`src/sv/sorted_linked_slot_queue_defines.svh`:
```
// assertion macros for the sorted linked slot queue
`ifndef SORTED_LINKED_SLOT_QUEUE_DEFINES_SVH
`define SORTED_LINKED_SLOT_QUEUE_DEFINES_SVH
`ifndef SYNTH
`define SLQ_ASSERT_IMP(lbl, clk, rstn, ante, cons) \
    lbl: assert property (@(posedge clk) disable iff (!rstn) (ante) |-> (cons)) \
        else $error("slq assertion failed");
`define SLQ_ASSERT_NXT(lbl, clk, rstn, ante, cons) \
    lbl: assert property (@(posedge clk) disable iff (!rstn) (ante) |=> (cons)) \
        else $error("slq assertion failed");
`else
`define SLQ_ASSERT_IMP(lbl, clk, rstn, ante, cons)
`define SLQ_ASSERT_NXT(lbl, clk, rstn, ante, cons)
`endif
`endif

```
`src/sv/slq_pkg.sv`:
```
// shared types and constants of the sorted linked slot queue
`default_nettype none
package slq_pkg;
    localparam int SLOTS_DEF        = 16;
    localparam int KEY_BITS_DEF     = 64;
    localparam int PAYLOAD_BITS_DEF = 32;
    localparam int KEY_W            = 64;
    localparam int PAY_W            = 32;
    localparam int CNT_W            = 5;
    localparam logic OP_INSERT      = 1'b0;
    localparam logic OP_REMOVE      = 1'b1;

    typedef enum logic [2:0] {
        ST_IDLE,
        ST_I_CMP,
        ST_I_WALK,
        ST_I_WR,
        ST_R_DATA,
        ST_R_LNK,
        ST_DONE
    } state_t;

    typedef enum logic [1:0] {
        INS_EMPTY,
        INS_FRONT,
        INS_TAIL,
        INS_MID
    } ins_case_t;
endpackage
`default_nettype wire

```
`src/sv/slq_ram.sv`:
```
// generic single write port ram with registered read
`default_nettype none
module slq_ram #(
    parameter int WIDTH = 8,
    parameter int DEPTH = 16
) (
    input  wire logic                     clk,
    input  wire logic                     we,
    input  wire logic [$clog2(DEPTH)-1:0] waddr,
    input  wire logic [WIDTH-1:0]         wdata,
    input  wire logic [$clog2(DEPTH)-1:0] raddr,
    output logic      [WIDTH-1:0]         rdata
);
    logic [WIDTH-1:0] mem [DEPTH];
    logic [WIDTH-1:0] rdata_reg;

    always_ff @(posedge clk) begin
        if (we) begin
            mem[waddr] <= wdata;
        end
        rdata_reg <= mem[raddr];
    end

    assign rdata = rdata_reg;
endmodule
`default_nettype wire

```
`src/sv/sorted_linked_slot_queue.sv`:
```
// insert: accept, head read and compare, a walk over the entries in key order, then
// 2 or 3 link writes and the result (one write into an empty list); the free slot scan
// runs beside the walk and holds the writes until it lands on a free slot
// remove: tail read, then a read-modify-write of the predecessor's link if there is one
// rejected items skip to the result; one item is worked at a time, result held in an output reg
// reset (aresetn low, synchronous) empties the pool at once; ram contents need no clearing
`default_nettype none
`include "sorted_linked_slot_queue_defines.svh"
module sorted_linked_slot_queue
    import slq_pkg::*;
#(
    parameter int SLOTS        = SLOTS_DEF,
    parameter int KEY_BITS     = KEY_BITS_DEF,
    parameter int PAYLOAD_BITS = PAYLOAD_BITS_DEF
) (
    input  wire logic             aclk,
    input  wire logic             aresetn,
    input  wire logic             s_valid,
    output logic                  s_ready,
    input  wire logic             s_op,
    input  wire logic [KEY_W-1:0] s_key_in,
    input  wire logic [PAY_W-1:0] s_payload_in,
    output logic                  m_valid,
    input  wire logic             m_ready,
    output logic                  m_ok,
    output logic [KEY_W-1:0]      m_key_out,
    output logic [PAY_W-1:0]      m_payload_out,
    output logic [CNT_W-1:0]      m_entry_count
);
    localparam int IW = $clog2(SLOTS);
    localparam int LW = $clog2(SLOTS + 1);
    localparam int KW = KEY_BITS;
    localparam int PW = PAYLOAD_BITS;
    localparam int DW = KW + PW;
    localparam int NW = 2 * LW;
    localparam logic [LW-1:0] LINK_NONE = LW'(SLOTS);

    // control state
    state_t            state_reg, state_next;
    ins_case_t         case_reg, case_next;
    logic [SLOTS-1:0]  used_reg, used_next;
    logic [IW-1:0]     head_reg, head_next;
    logic [IW-1:0]     tail_reg, tail_next;
    logic [LW-1:0]     count_reg, count_next;
    logic [IW-1:0]     scan_reg, scan_next;
    logic [LW-1:0]     step_reg, step_next;
    logic [1:0]        wr_reg, wr_next;
    logic              m_valid_reg, m_valid_next;

    // item and walk data
    logic [KW-1:0]     key_reg, key_next;
    logic [PW-1:0]     pay_reg, pay_next;
    logic [IW-1:0]     before_reg, before_next;
    logic [IW-1:0]     after_reg, after_next;
    logic [NW-1:0]     bef_lnk_reg, bef_lnk_next;
    logic [NW-1:0]     aft_lnk_reg, aft_lnk_next;
    logic              res_ok_reg, res_ok_next;
    logic [KW-1:0]     res_key_reg, res_key_next;
    logic [PW-1:0]     res_pay_reg, res_pay_next;
    logic              m_ok_reg, m_ok_next;
    logic [KW-1:0]     m_key_reg, m_key_next;
    logic [PW-1:0]     m_pay_reg, m_pay_next;
    logic [LW-1:0]     m_cnt_reg, m_cnt_next;

    // ram ports
    logic [IW-1:0]     rd_addr;
    logic              kp_we;
    logic [IW-1:0]     kp_waddr;
    logic [DW-1:0]     kp_wdata;
    logic [DW-1:0]     kp_rdata;
    logic              ln_we;
    logic [IW-1:0]     ln_waddr;
    logic [NW-1:0]     ln_wdata;
    logic [NW-1:0]     ln_rdata;

    // field views
    logic [KW-1:0]     rd_key;
    logic [LW-1:0]     rd_next;
    logic [LW-1:0]     rd_prev;
    logic [LW-1:0]     slot_link;
    logic [63:0]       pay_in_ext;
    logic [63:0]       m_pay_ext;
    logic [LW+CNT_W-1:0] m_cnt_ext;

    assign rd_key     = kp_rdata[DW-1:PW];
    assign rd_next    = ln_rdata[NW-1:LW];
    assign rd_prev    = ln_rdata[LW-1:0];
    assign slot_link  = LW'(scan_reg);
    assign pay_in_ext = 64'(s_payload_in);

    // key and payload store
    slq_ram #(.WIDTH(DW), .DEPTH(SLOTS)) u_kp_ram (
        .clk   (aclk),
        .we    (kp_we),
        .waddr (kp_waddr),
        .wdata (kp_wdata),
        .raddr (rd_addr),
        .rdata (kp_rdata)
    );

    // link store, {next, prev} per slot
    slq_ram #(.WIDTH(NW), .DEPTH(SLOTS)) u_ln_ram (
        .clk   (aclk),
        .we    (ln_we),
        .waddr (ln_waddr),
        .wdata (ln_wdata),
        .raddr (rd_addr),
        .rdata (ln_rdata)
    );

    always_ff @(posedge aclk) begin
        if (!aresetn) begin
            state_reg   <= ST_IDLE;
            used_reg    <= '0;
            head_reg    <= IW'(SLOTS - 1);
            tail_reg    <= IW'(SLOTS - 1);
            count_reg   <= '0;
            m_valid_reg <= 1'b0;
        end else begin
            state_reg   <= state_next;
            used_reg    <= used_next;
            head_reg    <= head_next;
            tail_reg    <= tail_next;
            count_reg   <= count_next;
            m_valid_reg <= m_valid_next;
        end
    end

    always_ff @(posedge aclk) begin
        case_reg    <= case_next;
        scan_reg    <= scan_next;
        step_reg    <= step_next;
        wr_reg      <= wr_next;
        key_reg     <= key_next;
        pay_reg     <= pay_next;
        before_reg  <= before_next;
        after_reg   <= after_next;
        bef_lnk_reg <= bef_lnk_next;
        aft_lnk_reg <= aft_lnk_next;
        res_ok_reg  <= res_ok_next;
        res_key_reg <= res_key_next;
        res_pay_reg <= res_pay_next;
        m_ok_reg    <= m_ok_next;
        m_key_reg   <= m_key_next;
        m_pay_reg   <= m_pay_next;
        m_cnt_reg   <= m_cnt_next;
    end

    always_comb begin
        logic ins_done;
        ins_done     = 1'b0;
        state_next   = state_reg;
        case_next    = case_reg;
        used_next    = used_reg;
        head_next    = head_reg;
        tail_next    = tail_reg;
        count_next   = count_reg;
        step_next    = step_reg;
        wr_next      = wr_reg;
        key_next     = key_reg;
        pay_next     = pay_reg;
        before_next  = before_reg;
        after_next   = after_reg;
        bef_lnk_next = bef_lnk_reg;
        aft_lnk_next = aft_lnk_reg;
        res_ok_next  = res_ok_reg;
        res_key_next = res_key_reg;
        res_pay_next = res_pay_reg;
        m_ok_next    = m_ok_reg;
        m_key_next   = m_key_reg;
        m_pay_next   = m_pay_reg;
        m_cnt_next   = m_cnt_reg;
        m_valid_next = m_valid_reg && !m_ready;
        s_ready      = 1'b0;
        rd_addr      = head_reg;
        kp_we        = 1'b0;
        kp_waddr     = scan_reg;
        kp_wdata     = {key_reg, pay_reg};
        ln_we        = 1'b0;
        ln_waddr     = scan_reg;
        ln_wdata     = {LINK_NONE, LINK_NONE};
        // free slot scan runs down from the top while the walk goes on
        scan_next    = used_reg[scan_reg] ? scan_reg - IW'(1) : scan_reg;

        unique case (state_reg)
            ST_IDLE: begin
                s_ready = 1'b1;
                if (s_valid) begin
                    key_next     = KW'(s_key_in);
                    pay_next     = pay_in_ext[PW-1:0];
                    scan_next    = IW'(SLOTS - 1);
                    step_next    = '0;
                    wr_next      = '0;
                    res_ok_next  = 1'b0;
                    res_key_next = '0;
                    res_pay_next = '0;
                    if (s_op == OP_INSERT) begin
                        if (count_reg == LW'(SLOTS)) begin
                            state_next = ST_DONE;
                        end else if (!used_reg[head_reg]) begin
                            case_next  = INS_EMPTY;
                            state_next = ST_I_WR;
                        end else begin
                            rd_addr    = head_reg;
                            state_next = ST_I_CMP;
                        end
                    end else begin
                        if (!used_reg[tail_reg]) begin
                            state_next = ST_DONE;
                        end else begin
                            rd_addr    = tail_reg;
                            state_next = ST_R_DATA;
                        end
                    end
                end
            end
            ST_I_CMP: begin
                bef_lnk_next = ln_rdata;
                if (rd_key > key_reg) begin
                    case_next  = INS_FRONT;
                    state_next = ST_I_WR;
                end else begin
                    before_next = head_reg;
                    if (rd_next >= LINK_NONE) begin
                        case_next  = INS_TAIL;
                        state_next = ST_I_WR;
                    end else begin
                        after_next = rd_next[IW-1:0];
                        rd_addr    = rd_next[IW-1:0];
                        state_next = ST_I_WALK;
                    end
                end
            end
            ST_I_WALK: begin
                if (rd_key < key_reg && step_reg < LW'(SLOTS)) begin
                    before_next  = after_reg;
                    bef_lnk_next = ln_rdata;
                    step_next    = step_reg + LW'(1);
                    if (rd_next >= LINK_NONE) begin
                        case_next  = INS_TAIL;
                        state_next = ST_I_WR;
                    end else begin
                        after_next = rd_next[IW-1:0];
                        rd_addr    = rd_next[IW-1:0];
                    end
                end else begin
                    aft_lnk_next = ln_rdata;
                    case_next    = INS_MID;
                    state_next   = ST_I_WR;
                end
            end
            ST_I_WR: begin
                // wait for the scan to land on a free slot
                if (!used_reg[scan_reg]) begin
                    unique case (wr_reg)
                        2'd0: begin
                            kp_we    = 1'b1;
                            ln_we    = 1'b1;
                            ln_waddr = scan_reg;
                            unique case (case_reg)
                                INS_EMPTY: ln_wdata = {LINK_NONE, LINK_NONE};
                                INS_FRONT: ln_wdata = {LW'(head_reg), LINK_NONE};
                                INS_TAIL:  ln_wdata = {LINK_NONE, LW'(before_reg)};
                                INS_MID:   ln_wdata = {LW'(after_reg), LW'(before_reg)};
                                default:   ln_wdata = {LINK_NONE, LINK_NONE};
                            endcase
                            if (case_reg == INS_EMPTY) begin
                                ins_done = 1'b1;
                            end else begin
                                wr_next = 2'd1;
                            end
                        end
                        2'd1: begin
                            ln_we = 1'b1;
                            if (case_reg == INS_FRONT) begin
                                ln_waddr = head_reg;
                                ln_wdata = {bef_lnk_reg[NW-1:LW], slot_link};
                                ins_done = 1'b1;
                            end else begin
                                ln_waddr = before_reg;
                                ln_wdata = {slot_link, bef_lnk_reg[LW-1:0]};
                                if (case_reg == INS_MID) begin
                                    wr_next = 2'd2;
                                end else begin
                                    ins_done = 1'b1;
                                end
                            end
                        end
                        default: begin
                            ln_we    = 1'b1;
                            ln_waddr = after_reg;
                            ln_wdata = {aft_lnk_reg[NW-1:LW], slot_link};
                            ins_done = 1'b1;
                        end
                    endcase
                    if (ins_done) begin
                        used_next[scan_reg] = 1'b1;
                        count_next          = count_reg + LW'(1);
                        res_ok_next         = 1'b1;
                        scan_next           = scan_reg;
                        state_next          = ST_DONE;
                        unique case (case_reg)
                            INS_EMPTY: begin
                                head_next = scan_reg;
                                tail_next = scan_reg;
                            end
                            INS_FRONT: head_next = scan_reg;
                            INS_TAIL:  tail_next = scan_reg;
                            default:   head_next = head_reg;
                        endcase
                    end
                end
            end
            ST_R_DATA: begin
                res_ok_next         = 1'b1;
                res_key_next        = rd_key;
                res_pay_next        = kp_rdata[PW-1:0];
                used_next[tail_reg] = 1'b0;
                count_next          = count_reg - LW'(1);
                if (rd_prev < LINK_NONE) begin
                    tail_next  = rd_prev[IW-1:0];
                    rd_addr    = rd_prev[IW-1:0];
                    state_next = ST_R_LNK;
                end else begin
                    state_next = ST_DONE;
                end
            end
            ST_R_LNK: begin
                // new tail loses its successor
                ln_we      = 1'b1;
                ln_waddr   = tail_reg;
                ln_wdata   = {LINK_NONE, rd_prev};
                state_next = ST_DONE;
            end
            ST_DONE: begin
                if (!m_valid_reg || m_ready) begin
                    m_valid_next = 1'b1;
                    m_ok_next    = res_ok_reg;
                    m_key_next   = res_key_reg;
                    m_pay_next   = res_pay_reg;
                    m_cnt_next   = count_reg;
                    state_next   = ST_IDLE;
                end
            end
            default: begin
                state_next = ST_IDLE;
            end
        endcase
    end

    assign m_pay_ext     = 64'(m_pay_reg);
    assign m_cnt_ext     = (LW + CNT_W)'(m_cnt_reg);
    assign m_valid       = m_valid_reg;
    assign m_ok          = m_ok_reg;
    assign m_key_out     = KEY_W'(m_key_reg);
    assign m_payload_out = m_pay_ext[PAY_W-1:0];
    assign m_entry_count = m_cnt_ext[CNT_W-1:0];

    `SLQ_ASSERT_IMP(a_count_bound, aclk, aresetn, 1'b1, count_reg <= LW'(SLOTS))
    `SLQ_ASSERT_IMP(a_head_tail_agree, aclk, aresetn, state_reg == ST_IDLE,
                    used_reg[head_reg] == used_reg[tail_reg])
    `SLQ_ASSERT_NXT(a_full_reject, aclk, aresetn,
                    s_valid && s_ready && s_op == OP_INSERT && count_reg == LW'(SLOTS),
                    state_reg == ST_DONE && !res_ok_reg)
    `SLQ_ASSERT_IMP(a_walk_bound, aclk, aresetn, state_reg == ST_I_WALK,
                    step_reg <= LW'(SLOTS))
endmodule
`default_nettype wire

```
`config.mk`:
```
export PLATFORM = sky130hd
export DESIGN_NAME = sorted_linked_slot_queue
export DESIGN_NICKNAME = d
export VERILOG_FILES = /design/src/sv/slq_pkg.sv /design/src/sv/slq_ram.sv /design/src/sv/sorted_linked_slot_queue.sv
export VERILOG_INCLUDE_DIRS = /design/src /design/src/sv
export SDC_FILE = /design/constraint.sdc
export NUM_CORES = 2
export LEC_CHECK = 0
export ABC_AREA = 1
export BUFFER_PORTS_ARGS = -buffer_cell sky130_fd_sc_hd__buf_2
export CAP_MARGIN = 20
export CORE_MARGIN = 2
export CORE_UTILIZATION = 50
export CTS_BUF_LIST = sky130_fd_sc_hd__clkbuf_4 sky130_fd_sc_hd__clkbuf_8 sky130_fd_sc_hd__clkbuf_16
export DETAILED_ROUTE_END_ITERATION = 10
export GPL_TIMING_DRIVEN = 0
export HOLD_SLACK_MARGIN = 0.05
export PLACE_DENSITY = 0.69
export SYNTH_ARGS = -nofsm -noshare
export SYNTH_HDL_FRONTEND = slang
export SYNTH_SLANG_ARGS = --single-unit
```
`constraint.sdc`:
```
create_clock -name aclk -period 10.75 [get_ports aclk]
set_input_delay 1.075 -clock aclk [delete_from_list [all_inputs] [get_ports aclk]]
set_output_delay 1.075 -clock aclk [all_outputs]
set_load 0.05 [all_outputs]
```
==> flow_summary.json <==
{
  "status": "finished, final reports clean",
  "hold_path.class": "primary input to flop",
  "grt_pass1_wl_mm": 379,
  "max_stage_delay_ns": 0.82,
  "critPathKind": "flop to flop",
  "cpMostUsedCell": "nand2_1",
  "worst_pin_slew_ns": 1.17,
  "post-route-period-util_pct": 62.1,
  "overflow": 0,
  "finalSetupViolCount": 0,
  "synth_nets": 8416,
  "yosys.area.top_type": "edfxtp_1",
  "crit_chain": "inv_1 -> ha_1 -> nand2_1 -> inv_1 -> nand2_1 -> nor2_1 -> nand2_1 -> nor3_1 -> nand3_1 -> nand2_1 -> nand2_1 -> nand2_2 -> nand2_1 -> nand2_1 -> inv_1 -> nand2_1 -> buf_6 -> buf_2 -> buf_2 -> nand2_1 -> nand3_1 -> nand3_1 -> nand2_1",
  "wirelength_mm": 257,
  "cp.arrival_ns": 7.36,
  "start_util_pct": 50.4,
  "cts_root_buf": "clkbuf_16",
  "fin_skew_ns": 0.0547,
  "fill_cells": 14507,
  "synth_ff_type": "edfxtp_1",
  "finalSetupTns_ns": 0,
  "hold_viol": 0,
  "drtIter0Drc": 7176,
  "antenna_left": 0,
  "final_cells": 11444,
  "ys_types": 51,
  "drv_cap": 0,
  "grtUsageMet3_pct": 5.62,
  "firstDrtPassIters": 7,
  "dpl.hpwl_mm": 178,
  "row_count": 156,
  "insertion_delay_ns": 0.87,
  "fin_crit_ns": 6.68,
  "yosysSeqAreaShare_pct": 69.6,
  "top_usage_layer": "met2",
  "worstPathMaxFanout": 17,
  "pre_cts_ws_ns": 4.30,
  "critPathCaptureType": "flop",
  "synth.cell_area_sq_um": 91500,
  "drt-wirelength-per-cell_microns": 22.4,
  "path_delay_family": "simple AND/OR/NAND/NOR gates",
  "finalMaxSlewViolations": 0,
  "worstPathRequired_ns": 11.44,
  "cp-start-kind": "flop",
  "relSlewSlack_pct": 22.1,
  "synth_top_area_share_pct": 66.6,
  "cts_setup_buffers": 0,
  "place_congestion": 0.906,
  "cts_resized": 0,
  "synth_area_leaders": "edfxtp_1 (67%), nand3_1 (11%), nand2_1 (6.7%)",
  "htreeDepth": 4,
  "drc": 0,
  "max_freq_mhz": 150,
  "rsz0062_at_grt": "no",
  "die_area_sq_um": 186000,
  "yosysWarnings": 0,
  "fin_ws_ns": 4.07,
  "grt_pass1_vias": 61216,
  "synth_area_per_cell_sq_um": 11.1,
  "ioPinCount": 205,
  "drive_above_1_share_pct": 12.6,
  "met2_usage_pct": 43.6,
  "io_buffers": 204,
  "die_h_microns": 432,
  "clock_path_buffers": 3,
  "areaGrowthSynthToFinish_pct": 14.9,
  "cp_slowest_cell": "edfxtp_1",
  "dieWidth_microns": 432,
  "grt_max_degree": 63,
  "synth-edff-count": 2027,
  "ys_ff_latch": 2166,
  "cts_tree": "built",
  "syn_inst": 8242,
  "vias_per_cell": 5.56,
  "grt_use_total_pct": 27.3,
  "antenna_found_initial": 22,
  "async_flop_share_pct": 0,
  "placedCellCount": 10998,
  "numClockSinks": 2166,
  "core_area_sq_um": 181000,
  "numCtsBuffers": 218,
  "gr-usage-met1_pct": 36.0,
  "fin_nets": 9028,
  "cts.reportedPaths.clkPinSlew_ns": 0.06,
  "path_buf_inv": 6,
  "postCtsHoldBufs": 0,
  "via_count": 63616,
  "largest_reg_flops": 1536
}
[metal layers]
| layer | up-vias | share of wire, % |
|---|---|---|
| li1 | 29154 | - |
| met1 | 30684 | 39 |
| met2 | 3224 | 47 |
| met3 | 544 | 9.9 |
| met4 | 10 | 4.4 |
| met5 | - | 0.028 |
[worst paths after layout]
path | end | startpoint | cells past startpoint | slack, ns
min | key_reg[50] | s_key_in[50] | 1 | 0.38
max | u_kp_ram.rdata[0] | key_reg[29] | 23 | 4.07
min reg2reg | m_key_out[8] | res_key_reg[8] | 0 | 0.39
max reg2reg | u_kp_ram.rdata[0] | key_reg[29] | 23 | 4.07
[logic make-up (layout without fill, tap and decap cells)]
group | Yosys count | after routing | synth area share [%]
other cells | 0 | 27 | 0
compound gates | 207 | 207 | 1.34
simple gates | 4001 | 4001 | 20.0
buf+inv | 1788 | 2593 | 7.97
fa+ha+maj | 73 | 73 | 1.01
xor+xnor | 7 | 7 | 0.0670
flops | 2166 | 2166 | 69.6
[through the flow]
stage               area (sq um)  hold slack, ns  util (%)
floorplan                  91500           0.400         -
global placement           95400           0.400      52.6
finish                    105000           0.382      58.0
CTS                       105000           0.338      57.9
global route              105000           0.352      57.9
detailed placement         97700           0.405      53.9
[cell type report]
| class | instances | area, sq um | area share (%) |
|---|---|---|---|
| Sequential cell | 2166 | 63700 | 60.6 |
| Multi-Input combinational cell | 4288 | 20600 | 19.6 |
| Clock buffer | 311 | 6370 | 6.06 |
| Inverter | 1311 | 4920 | 4.69 |
| Timing Repair Buffer | 392 | 3210 | 3.05 |
| Tap cell | 2370 | 2970 | 2.82 |
| Buffer | 477 | 2380 | 2.26 |
| Clock inverter | 102 | 931 | 0.886 |
| Antenna cell | 27 | 67.6 | 0.0643 |
[layout by cell type (no fill, tap or decap), drive strengths merged, types with 6 or more instances in the layout]
cell / netlist / routed
a21oi: 68 / 68
o211ai: 16 / 16
ha: 72 / 72
nand2: 1628 / 1628
nand4: 23 / 23
clkinv: 3 / 84
bufinv: 0 / 12
diode: 0 / 27
nand3: 1928 / 1928
clkbuf: 119 / 430
o221ai: 8 / 8
nor3: 25 / 25
nor2: 200 / 200
a211oi: 6 / 6
edfxtp: 2027 / 2027
o21ai: 76 / 76
buf: 358 / 750
inv: 1308 / 1314
a22oi: 11 / 11
nand3b: 195 / 195
dfxtp: 139 / 139
[Yosys cell counts, types with 2 or more instances]
cell type / number
a21oi_1: 68
dfxtp_1: 139
nor3_1: 24
xor2_1: 5
o21ai_2: 2
a221oi_1: 5
ha_1: 72
nand4_1: 23
clkbuf_1: 119
edfxtp_1: 2027
o211ai_1: 16
nand2_2: 3
nand3b_1: 195
buf_4: 43
buf_2: 258
clkinv_1: 2
o22ai_1: 2
nand3_1: 1927
o221ai_1: 8
xnor2_1: 2
a21o_1: 4
inv_1: 1300
buf_6: 11
a211oi_1: 6
a22oi_1: 11
nor2_2: 5
nor2_1: 193
nand2_1: 1625
inv_2: 8
o21ai_0: 72
buf_1: 45
o21ai_1: 2
nor2_4: 2
[worst register-to-register path: stages (launching register included)]
cell	delay [ns]
edfxtp_1	0.82
inv_1	0.12
ha_1	0.33
nand2_1	0.06
inv_1	0.05
nand2_1	0.07
nor2_1	0.26
nand2_1	0.22
nor3_1	0.81
nand3_1	0.69
nand2_1	0.29
nand2_1	0.13
nand2_2	0.20
nand2_1	0.09
nand2_1	0.07
inv_1	0.04
nand2_1	0.22
buf_6	0.23
buf_2	0.80
buf_2	0.41
nand2_1	0.10
nand3_1	0.10
nand3_1	0.09
nand2_1	0.32
Power is not shown: default switching activity piles up to over one toggle a cycle in this logic, so the estimate is an artifact.
